===== config.mk =====
export PLATFORM = sky130hd
export DESIGN_NAME = sapd_ctrl
export DESIGN_NICKNAME = d
export VERILOG_FILES = /design/src/hdl/sapd_pkg.sv /design/src/hdl/sapd_ctrl.sv
export SDC_FILE = /design/constraint.sdc
export NUM_CORES = 1
export LEC_CHECK = 0
export BUFFER_PORTS_ARGS = -buffer_cell sky130_fd_sc_hd__buf_4
export CAP_MARGIN = 20
export CORE_ASPECT_RATIO = 1.2
export CORE_UTILIZATION = 25
export DETAILED_ROUTE_END_ITERATION = 16
export SLEW_MARGIN = 10
export SYNTH_ARGS = -nofsm -noshare
export SYNTH_HDL_FRONTEND = slang
export SYNTH_SLANG_ARGS = --single-unit

===== constraint.sdc =====
create_clock -name clock -period 4.5 [get_ports clock]
set_clock_uncertainty 0.1 [all_clocks]
set_input_delay 0 -clock clock [delete_from_list [all_inputs] [get_ports clock]]
set_output_delay 0 -clock clock [all_outputs]
set_load 0.005 [all_outputs]

===== src/hdl/sapd_pkg.sv =====
`timescale 1ns / 1ps
package sapd_pkg;

   localparam int SAMPLE_BITS = 16;
   localparam int ACC_W       = 46;
   localparam int CHUNK_W     = 23;
   localparam int MUL_W       = 24;
   localparam int PROD_W      = 2 * MUL_W;
   localparam int WIDE_W      = 2 * ACC_W + 2;
   localparam int REM_W       = WIDE_W + 1;
   localparam int Q_W         = 32;
   localparam int CORR_W      = 16;
   localparam int CNT_W       = 5;
   localparam int CSR_IDX_W   = 8;
   localparam int CSR_DATA_W  = 16;
   localparam int LEN_REG_W   = 13;

   localparam logic [CSR_IDX_W-1:0] REG_SYMBOL_LENGTH    = 8'd0;
   localparam logic [CSR_IDX_W-1:0] REG_DETECT_THRESHOLD = 8'd1;
   localparam logic [LEN_REG_W-1:0] SYMBOL_LENGTH_RESET  = 13'd1024;
   localparam logic [CORR_W-1:0]    THRESHOLD_RESET      = 16'd58982;

   localparam logic [CNT_W-1:0] MAC_LAST_PREV  = 5'd5;
   localparam logic [CNT_W-1:0] MAC_LAST_FIRST = 5'd1;
   localparam logic [CNT_W-1:0] NORM_LAST      = 5'd11;
   localparam logic [CNT_W-1:0] DIV_LAST       = 5'd31;
   localparam logic [CNT_W-1:0] SQRT_LAST      = 5'd15;

   typedef struct packed {
      logic signed [SAMPLE_BITS-1:0] sample_i;
      logic signed [SAMPLE_BITS-1:0] sample_q;
   } req_payload_type;

   typedef struct packed {
      logic [CORR_W-1:0] correlation;
      logic              detected;
   } rsp_payload_type;

   typedef enum logic [2:0] {
      ACC_NONE, ACC_E, ACC_DR, ACC_DI, ACC_DI_SUB, ACC_NUM, ACC_DEN
   } acc_type;

   typedef enum logic [3:0] {
      SEL_CI, SEL_CQ, SEL_PI, SEL_PQ,
      SEL_DRL, SEL_DRH, SEL_DIL, SEL_DIH,
      SEL_EPL, SEL_EPH, SEL_ECL, SEL_ECH
   } sel_type;

   typedef struct packed {
      acc_type     acc;
      sel_type     sel_a;
      sel_type     sel_b;
      logic [1:0]  sh;
   } mul_op_type;

   typedef struct packed {
      mul_op_type mul;
      logic       load;
      logic       clr_nd;
      logic       div_init;
      logic       div_step;
      logic       sq_init;
      logic       sq_step;
      logic       corr_special;
      logic       corr_root;
      logic       out_load;
      logic       roll;
   } cmd_type;

   typedef struct packed {
      logic den_zero;
      logic num_ge;
      logic out_free;
   } status_type;

   typedef enum logic [3:0] {
      S_IDLE, S_MAC, S_MDRAIN, S_NMUL, S_NDRAIN, S_NCHK,
      S_DIV, S_SQI, S_SQRT, S_SQD, S_OUT, S_ROLL
   } state_type;

   localparam mul_op_type MUL_NOP = '{ACC_NONE, SEL_CI, SEL_CI, 2'd0};

   function automatic mul_op_type mac_op(input logic [CNT_W-1:0] k);
      mul_op_type o;
      o = MUL_NOP;
      case (k)
         5'd0: o = '{ACC_E,      SEL_CI, SEL_CI, 2'd0};
         5'd1: o = '{ACC_E,      SEL_CQ, SEL_CQ, 2'd0};
         5'd2: o = '{ACC_DR,     SEL_PI, SEL_CI, 2'd0};
         5'd3: o = '{ACC_DR,     SEL_PQ, SEL_CQ, 2'd0};
         5'd4: o = '{ACC_DI,     SEL_PQ, SEL_CI, 2'd0};
         5'd5: o = '{ACC_DI_SUB, SEL_PI, SEL_CQ, 2'd0};
         default: o = MUL_NOP;
      endcase
      return o;
   endfunction

   // partial products of |dr|^2 + |di|^2 and eprev * ecur, 23-bit halves
   function automatic mul_op_type norm_op(input logic [CNT_W-1:0] k);
      mul_op_type o;
      o = MUL_NOP;
      case (k)
         5'd0:  o = '{ACC_NUM, SEL_DRL, SEL_DRL, 2'd0};
         5'd1:  o = '{ACC_NUM, SEL_DRL, SEL_DRH, 2'd1};
         5'd2:  o = '{ACC_NUM, SEL_DRH, SEL_DRL, 2'd1};
         5'd3:  o = '{ACC_NUM, SEL_DRH, SEL_DRH, 2'd2};
         5'd4:  o = '{ACC_NUM, SEL_DIL, SEL_DIL, 2'd0};
         5'd5:  o = '{ACC_NUM, SEL_DIL, SEL_DIH, 2'd1};
         5'd6:  o = '{ACC_NUM, SEL_DIH, SEL_DIL, 2'd1};
         5'd7:  o = '{ACC_NUM, SEL_DIH, SEL_DIH, 2'd2};
         5'd8:  o = '{ACC_DEN, SEL_EPL, SEL_ECL, 2'd0};
         5'd9:  o = '{ACC_DEN, SEL_EPL, SEL_ECH, 2'd1};
         5'd10: o = '{ACC_DEN, SEL_EPH, SEL_ECL, 2'd1};
         5'd11: o = '{ACC_DEN, SEL_EPH, SEL_ECH, 2'd2};
         default: o = MUL_NOP;
      endcase
      return o;
   endfunction

endpackage


===== src/hdl/sapd_ctrl.sv =====
`timescale 1ns / 1ps
module sapd_ctrl import sapd_pkg::*; #(
   parameter int MAX_SYMBOL_LEN = 4096
) (
   input  logic                              clock,
   input  logic                              reset,
   input  logic                              restart,
   input  logic [LEN_REG_W-1:0]              symbol_length,
   input  logic                              req_valid,
   output logic                              req_stall,
   input  status_type                        status,
   output cmd_type                           cmd,
   output logic [$clog2(MAX_SYMBOL_LEN)-1:0] addr
);

   localparam int PW = $clog2(MAX_SYMBOL_LEN);
   localparam int LW = PW + 1;
   localparam logic [LEN_REG_W:0] MAX_LEN = (LEN_REG_W + 1)'(MAX_SYMBOL_LEN);
   localparam logic [LEN_REG_W:0] MIN_LEN = (LEN_REG_W + 1)'(2);

   state_type         state_ff, state_in;
   logic [CNT_W-1:0]  k_ff, k_in;
   logic [PW-1:0]     pos_ff, pos_in;
   logic              have_prev_ff, have_prev_in;
   logic [LEN_REG_W:0] len_ext, len_clamp;
   logic [LW-1:0]     len_eff;
   logic              last_sample;

   assign len_ext = {1'b0, symbol_length};
   assign len_clamp = (len_ext < MIN_LEN) ? MIN_LEN :
                      (len_ext > MAX_LEN) ? MAX_LEN : len_ext;
   assign len_eff = LW'(len_clamp);
   assign last_sample = (({1'b0, pos_ff} + LW'(1)) == len_eff);
   assign addr = pos_ff;

   always_ff @(posedge clock) begin
      if (reset) begin
         state_ff     <= S_IDLE;
         k_ff         <= '0;
         pos_ff       <= '0;
         have_prev_ff <= 1'b0;
      end else begin
         state_ff     <= state_in;
         k_ff         <= k_in;
         pos_ff       <= pos_in;
         have_prev_ff <= have_prev_in;
      end
   end

   always_comb begin
      state_in     = state_ff;
      k_in         = k_ff;
      pos_in       = pos_ff;
      have_prev_in = have_prev_ff;
      cmd          = '0;
      cmd.mul      = MUL_NOP;
      req_stall    = 1'b1;
      case (state_ff)
         S_IDLE: begin
            req_stall = 1'b0;
            if (req_valid) begin
               cmd.load = 1'b1;
               k_in     = '0;
               state_in = S_MAC;
            end
         end
         S_MAC: begin
            cmd.mul = mac_op(k_ff);
            k_in    = k_ff + CNT_W'(1);
            if (k_ff == (have_prev_ff ? MAC_LAST_PREV : MAC_LAST_FIRST)) begin
               state_in = S_MDRAIN;
            end
         end
         S_MDRAIN: begin
            if (!last_sample) begin
               pos_in   = pos_ff + PW'(1);
               state_in = S_IDLE;
            end else if (have_prev_ff) begin
               cmd.clr_nd = 1'b1;
               k_in       = '0;
               state_in   = S_NMUL;
            end else begin
               state_in = S_ROLL;
            end
         end
         S_NMUL: begin
            cmd.mul = norm_op(k_ff);
            k_in    = k_ff + CNT_W'(1);
            if (k_ff == NORM_LAST) begin
               state_in = S_NDRAIN;
            end
         end
         S_NDRAIN: begin
            state_in = S_NCHK;
         end
         S_NCHK: begin
            cmd.corr_special = 1'b1;
            cmd.div_init     = 1'b1;
            k_in             = '0;
            state_in = (status.den_zero || status.num_ge) ? S_OUT : S_DIV;
         end
         S_DIV: begin
            cmd.div_step = 1'b1;
            k_in         = k_ff + CNT_W'(1);
            if (k_ff == DIV_LAST) begin
               state_in = S_SQI;
            end
         end
         S_SQI: begin
            cmd.sq_init = 1'b1;
            k_in        = '0;
            state_in    = S_SQRT;
         end
         S_SQRT: begin
            cmd.sq_step = 1'b1;
            k_in        = k_ff + CNT_W'(1);
            if (k_ff == SQRT_LAST) begin
               state_in = S_SQD;
            end
         end
         S_SQD: begin
            cmd.corr_root = 1'b1;
            state_in      = S_OUT;
         end
         S_OUT: begin
            if (status.out_free) begin
               cmd.out_load = 1'b1;
               state_in     = S_ROLL;
            end
         end
         S_ROLL: begin
            cmd.roll     = 1'b1;
            have_prev_in = 1'b1;
            pos_in       = '0;
            state_in     = S_IDLE;
         end
         default: state_in = S_IDLE;
      endcase
      // length rewrite restarts the symbol framing
      if (restart) begin
         pos_in       = '0;
         have_prev_in = 1'b0;
      end
   end

   assert property (@(posedge clock) disable iff (reset)
      (state_ff == S_IDLE && req_valid) |=> (state_ff == S_MAC))
      else $error("accepted word did not start the product sequence");

   assert property (@(posedge clock) disable iff (reset)
      ({1'b0, pos_ff} < len_eff) || $past(restart))
      else $error("symbol position past symbol length");

   assert property (@(posedge clock) disable iff (reset)
      $fell(have_prev_ff) |-> $past(restart))
      else $error("previous symbol dropped without a restart");

   assert property (@(posedge clock) disable iff (reset)
      (state_ff == S_NMUL) |-> have_prev_ff)
      else $error("normalization without a previous symbol");

endmodule


==> metrics.md, run 1 <==
| Metric | Value |
|---|---|
| Die area | `around 11000 um2` |
| WL/cell | `around 15 um` |
| Top cells by count, synth | `nor2_1 (39), dfxtp_1 (31), nand2_1 (30)` |
| Final RePlAce weighted congestion | `about 0.86` |
| Global Route met2 Usage | `0.240` |
| Clk sinks | `31` |
| Count leader, synth | `nor2_1` |
| Met1 Use GR | `0.184` |
| Pin count of the biggest net entering global routing | `24` |
| Max H-tree Level | `2` |
| Routing usage on met3 | `0.0180` |
| Worst min path class | `in -> reg` |
| Clk buf depth | `2` |
| TritonRoute pass-1 iters | `4` |
| Top cells by area, synth | `dfxtp_1 (24%), nor2_1 (5.6%), xnor2_1 (5.4%)` |
| GR peak layer | `met2` |
| Final setup fails | `0` |
| Warning count from the yosys run | `0` |
| Worst EP arrival | `4220 ps` |
| Post-synth top flop | `dfxtp_1` |
| Antenna Nets Post-Route | `0` |
| Via count | `roughly 2700` |
| Cts bufs inserted | `5` |
| Core area | `10100 um2` |
| Critical path class | `reg -> reg` |
| CTS tree | `done` |
| EDFF count, synth | `0` |
| Vias in the first global route | `approximately 2600` |
| First-pass GRT wire length | `12500 um` |
| RSZ-0062 raised after global routing | `no` |
| Rows | `40` |
| Combinational Power Share | `0.352` |
| Register Area | `approximately 620 um2` |
| Static leakage | `between 1 and 1.5 nW` |
| Asr flop ratio synth | `0` |
| Flop pwr share | `0.331` |
| Crit share post-route | `0.912` |
| Synth area leader | `dfxtp_1` |
| Max_cap viols | `0` |
| Net switching power | `0.000365 W` |
| CP Capture Type | `register` |
| ANT cells | `0` |
| Clock transition at path regs | `roughly 50 ps` |
| Drt first-iter violations | `about 140` |
| Post-CTS Resized | `0` |
| I/O pins | `56` |
| Syn Nets | `380` |
| Layout Nets | `approximately 420` |
| Initial Util | `0.259` |
| Worst Path Max Fanout | `12` |
| Hold Fails Final Rpt | `0` |
| Slew Limit Fails | `0` |
| Max_slew headroom | `0.472` |
| Clock power share | `0.317` |
| Register area share after synthesis | `0.238` |
| Die extent in y | `114 um` |
| Synth top area share | `0.238` |
| Port buffer count | `between 50 and 60` |
| Min Tclk post-route | `around 4100 ps` |
| Initial antenna violation count | `0` |
| DRT Wirelength | `7730 um` |
| Layout cells sized above 1 | `0.187` |
| Die X | `approximately 95 um` |
| Peak Freq | `between 200 and 250 MHz` |
| Synth-to-Final Area Change | `24.9%` |
| Register bit total from synthesis | `31` |
| Total grt overflow | `0` |
| Design Power | `~0.0010 W` |
| HPWL Detailed | `between 6000 and 7000 um` |
| GRT Total Usage | `0.147` |
| Setup_tns | `0 ps` |
| Worst Tran Pin Value | `between 700 and 800 ps` |
| Worst vdd ir | `0.140 mV` |
| DRC | `0` |
| Status | `finished clean` |
| Routed vias/inst | `~5.2` |
| Cell variety after synth | `59` |
| Root Buffer | `clkbuf_16` |
| Startpoint types | `register` |
| Clock Latency Late Sink | `roughly 270 ps` |
| Internal | `0.000668 W` |
| Synth Cell Area | `around 2600 um2` |
| Multi-input gate area | `1820 um2` |
| CP required | `approximately 4600 ps` |
| Sw Ratio | `0.353` |
| Avg Synthesized Cell Area | `approximately 7.4 um2` |
| Cells after Synth | `353` |
| Filler instances | `1100` |
| PwrDens | `317 nW/um2` |
## cells by family after synthesis
group | after synthesis | share of synthesized area
AND/OR/NAND/NOR | 151 | 0.295
AO/OA/AOI/OAI | 98 | 0.269
buffers and inverters | 41 | 0.0662
XOR/XNOR | 21 | 0.0815
flip-flops | 31 | 0.238
adder cells (fa/ha/maj) | 7 | 0.0336
multiplexers | 4 | 0.0173
## power by group through the flow
stage	sequential, W	clock [W]	combinational [W]
final	0.000342	0.000327	0.000364
after global routing	0.000350	0.000347	0.000409
after CTS	0.000343	0.000333	0.000364
after detailed placement	0.000349	0	0.000360
after global placement	0.000348	0	0.000354
after floorplan	0.000321	0	0.000262
## repair_timing
action	in CTS	in global routing
setup buffers	0	0
hold buffers	3	0
hold endpoints to repair	12	0
## cells in the final DEF, fill, tap and decap left out, drive strengths merged, types with 5 or more instances in the layout
cell / instances
and2: 9
o2111ai: 5
nand3: 13
or3: 7
xnor2: 16
and3: 9
a211oi: 5
dfxtp: 31
o21a: 6
nand2: 30
nor2: 39
inv: 17
ha: 7
a21oi: 23
nand2b: 6
o31ai: 6
clkbuf: 6
nor2b: 9
buf: 57
nor3: 11
o21ai: 12
## area by class of cell
| type | count | area share |
|---|---|---|
| Sequential cell | 31 | 0.190 |
| Tap cell | 126 | 0.0484 |
| Clock buffer | 6 | 0.0426 |
| Inverter | 17 | 0.0196 |
| Clock inverter | 1 | 0.00154 |
| Timing Repair Buffer | 60 | 0.140 |
| Multi-Input combinational cell | 281 | 0.557 |
## critical path, cell delays in order, from the launching register on
cell and delay (ps):
dfxtp_1 500, ha_1 500, nand3_1 150, xor2_1 350, o2111ai_1 140, or3_1 360, or4_4 570, o21a_1 270
nand2_1 100, mux2_2 330, nor3_1 120, dlygate4sd3_1 550
## per-stage QoR
| step | worst slack, ps | util | cells | area, um2 | hold slack [ps] |
|---|---|---|---|---|---|
| after floorplan | 1170 | - | 353 | 2610 | -24.1 |
| after global placement | 704 | 0.307 | 512 | 3090 | 97.2 |
| after detailed placement | 577 | 0.307 | 512 | 3090 | 94.6 |
| after CTS | 418 | 0.324 | 522 | 3260 | 85.1 |
| after global routing | 93.4 | 0.324 | 522 | 3260 | 167 |
| final | 396 | 0.324 | 522 | 3260 | 89.1 |
## worst paths after layout
path | start | endpoint | slack (ps) | depth (start not counted)
worst max-delay path | addr[0] | addr[3] | 400 | 11
worst min-delay path | status[2] | state_ff[3] | 90 | 4
worst max register to register | addr[0] | addr[3] | 400 | 11
worst min register to register | k_ff[4] | k_ff[4] | 450 | 2
## per-layer routing
| metal | vias to the layer above | share of wire |
|---|---|---|
| li1 | 1366 | - |
| met4 | 0 | 0.030 |
| met2 | 76 | 0.47 |
| met3 | 19 | 0.043 |
| met1 | 1264 | 0.45 |
| met5 | - | 0 |
(Power assumes the default switching activity.)
==> run 2: changes to the inputs <==
--- a/config.mk
+++ b/config.mk
@@ -10,6 +10,7 @@
 export CORE_ASPECT_RATIO = 1.2
 export CORE_UTILIZATION = 25
 export DETAILED_ROUTE_END_ITERATION = 16
+export PLACE_DENSITY_LB_ADDON = 0.05
 export SLEW_MARGIN = 10
 export SYNTH_ARGS = -nofsm -noshare
 export SYNTH_HDL_FRONTEND = slang
==> run 2 against run 1 <==
Maximum frequency decreased by 0.39%. Highest routed layer unchanged. Wire length rose by 8.3%. Sequential power is essentially flat. Largest cell class unchanged.
==> metrics.md, run 2 (same netlist as run 1, synthesis figures left out) <==
| Metric | Value |
|---|---|
| Antenna Nets Post-Route | `0 (unchanged)` |
| Synth-to-Final Area Change | `25.4%` |
| RSZ-0062 raised after global routing | `no` |
| Slew Limit Fails | `0 (unchanged)` |
| Crit path buf inv count | `1 (unchanged)` |
| Placed Cells | `514 (+0.39%)` |
| Clock transition at path regs | `50 ps (about the same)` |
| Crit path cell chain | `ha_1 -> nand3_1 -> xor2_1 -> o2111ai_1 -> or3_1 -> or4_4 -> o21a_1 -> nand2_1 -> mux2_2 -> nor3_1 -> dlygate4sd3_1` |
| Total grt overflow | `0 (unchanged)` |
| GRT Total Usage | `0.160 (+0.0137)` |
| Pin count of the biggest net entering global routing | `24 (unchanged)` |
| Design Power | `0.00103 W (-0.68%)` |
| DRT Wirelength | `8370 um (+8.3%)` |
| Vias in the first global route | `2598 (+0.27%)` |
| Min Tclk post-route | `4120 ps (+16.0 ps)` |
| Initial Util | `0.259 (unchanged)` |
| Core area | `10100 um2 (unchanged)` |
| Via count | `2739 (+0.51%)` |
| TritonRoute pass-1 iters | `4 (unchanged)` |
| Max_cap viols | `0 (unchanged)` |
| Slowest cell on the critical path | `or4_4` |
| Static leakage | `1.27 nW (+0.30%)` |
| Clk buf depth | `2 (unchanged)` |
| Initial antenna violation count | `0 (unchanged)` |
| Hold depth | `4 (unchanged)` |
| Worst vdd ir | `0.162 mV (+16%)` |
| Worst min path class | `in -> reg` |
| Max H-tree Level | `2 (unchanged)` |
| Startpoint types | `register` |
| Root Buffer | `clkbuf_16` |
| PwrDens | `314 nW/um2 (-1.1%)` |
| ANT cells | `0 (unchanged)` |
| Most frequent cells in the layout | `buf_4 (59), nor2_1 (39), dfxtp_1 (31), nand2_1 (30), a21oi_1 (23)` |
| HPWL Detailed | `6650 um (+11%)` |
| Layout cells sized above 1 | `0.190 (+0.00361)` |
| CP peak stage delay | `570 ps (about the same)` |
| Die area | `10800 um2 (unchanged)` |
| Setup_tns | `0 ps (unchanged)` |
| Cells on worst reg2reg path | `11 (unchanged)` |
| Layout Nets | `425 (+0.47%)` |
| Max_slew headroom | `0.446 (-0.0265)` |
| Worst Path Max Fanout | `12 (unchanged)` |
| Worst EP arrival | `4230 ps (about the same)` |
| Clk sinks | `31 (unchanged)` |
| Hold Fails Final Rpt | `0 (unchanged)` |
| Status | `finished clean` |
| I/O pins | `56 (unchanged)` |
| Crit. path cell count | `11 (unchanged)` |
| CP required | `4610 ps (about the same)` |
| WL/cell | `15.9 um (+7.6%)` |
| Die X | `95.3 um (unchanged)` |
| Final RePlAce weighted congestion | `0.873 (+1.2%)` |
| Peak Freq | `243 MHz (-0.39%)` |
| Port buffer count | `55 (unchanged)` |
| Drt first-iter violations | `63 (-55%)` |
| CTS tree | `done` |
| Final setup fails | `0 (unchanged)` |
| Commonest non-fill, non-tap cell in the layout | `buf_4` |
| Routed vias/inst | `5.22 (about the same)` |
| Clock Latency Late Sink | `270 ps (about the same)` |
| Non-filler cells, final | `525 (+0.57%)` |
| Worst Tran Pin Value | `825 ps (+39.4 ps)` |
| DRC | `0 (unchanged)` |
| Hold WS | `83.6 ps (-5.54 ps)` |
| Crit share post-route | `0.916 (+0.00355)` |
| Die extent in y | `114 um (unchanged)` |
| CP Capture Type | `register` |
| Worst R2R Setup Slack | `380 ps (-20 ps)` |
| First-pass GRT wire length | `13500 um (+7.7%)` |
| Rows | `40 (unchanged)` |
| Crit path max-delay family | `simple AND/OR/NAND/NOR gates` |
| Critical path class | `reg -> reg` |
| Cts bufs inserted | `5 (unchanged)` |
==> run 2: cell count changes in the layout (fill, tap and decap cells not counted) <==
cell	previous run	this run
clkbuf_8	1	0
clkbuf_1	0	1
clkinvlp_4	0	1
buf_4	57	59
==> run 2: metal layers <==
metal,track usage,share of wire,wire [um]
met5,0,0,0
met4,0.0717,0.036,303
met3,0.0220,0.029,243
met2,0.295,0.53,4400
met1,0.178,0.41,3420
==> run 2: worst register-to-register path, cell delays in order (launching register included) <==
cell and delay (ps):
dfxtp_1 530, ha_1 510, nand3_1 150, xor2_1 330, o2111ai_1 130, or3_1 350, or4_4 570, o21a_1 280
nand2_1 110, mux2_2 330, nor3_1 110, dlygate4sd3_1 560
==> run 2: worst paths after layout <==
path | startpoint | endpoint
max | addr[0] | addr[3]
min reg2reg | addr[1] | addr[1]
max reg2reg | addr[0] | addr[3]
min | status[2] | state_ff[3]
==> run 2: repair_timing <==
item,in CTS,in global routing
resized for setup,0,0
hold buffers,3,0
endpoints found under the hold margin,11,0
buffers inserted,0,0
==> run 2: area by class of cell <==
cell class / count / area [um2]
clock buffer: 6 / 129
clock inverter: 2 / 12.5
fill: 1125 / 6790
inverter: 17 / 63.8
multi-input combinational: 281 / 1820
sequential: 31 / 621
tap: 126 / 158
timing repair buffer: 62 / 473
==> run 2: metrics by stage <==
step | utilization | setup WS (ps) | area [um2]
2_1_floorplan | - | 1170 | 2610
3_3_place_gp | 0.308 | 754 | 3100
3_5_place_dp | 0.308 | 626 | 3100
4_1_cts | 0.325 | 374 | 3270
5_1_grt | 0.325 | 44.7 | 3270
6_report | 0.325 | 380 | 3270
==> run 2: power by group <==
part / switching [W] / internal [W] / leakage (nW)
clock: 0.000118 / 0.000204 / 0.0669
combinational: 0.000209 / 0.000153 / 0.951
sequential: 0.0000430 / 0.000299 / 0.251
total: 0.000370 / 0.000656 / 1.27
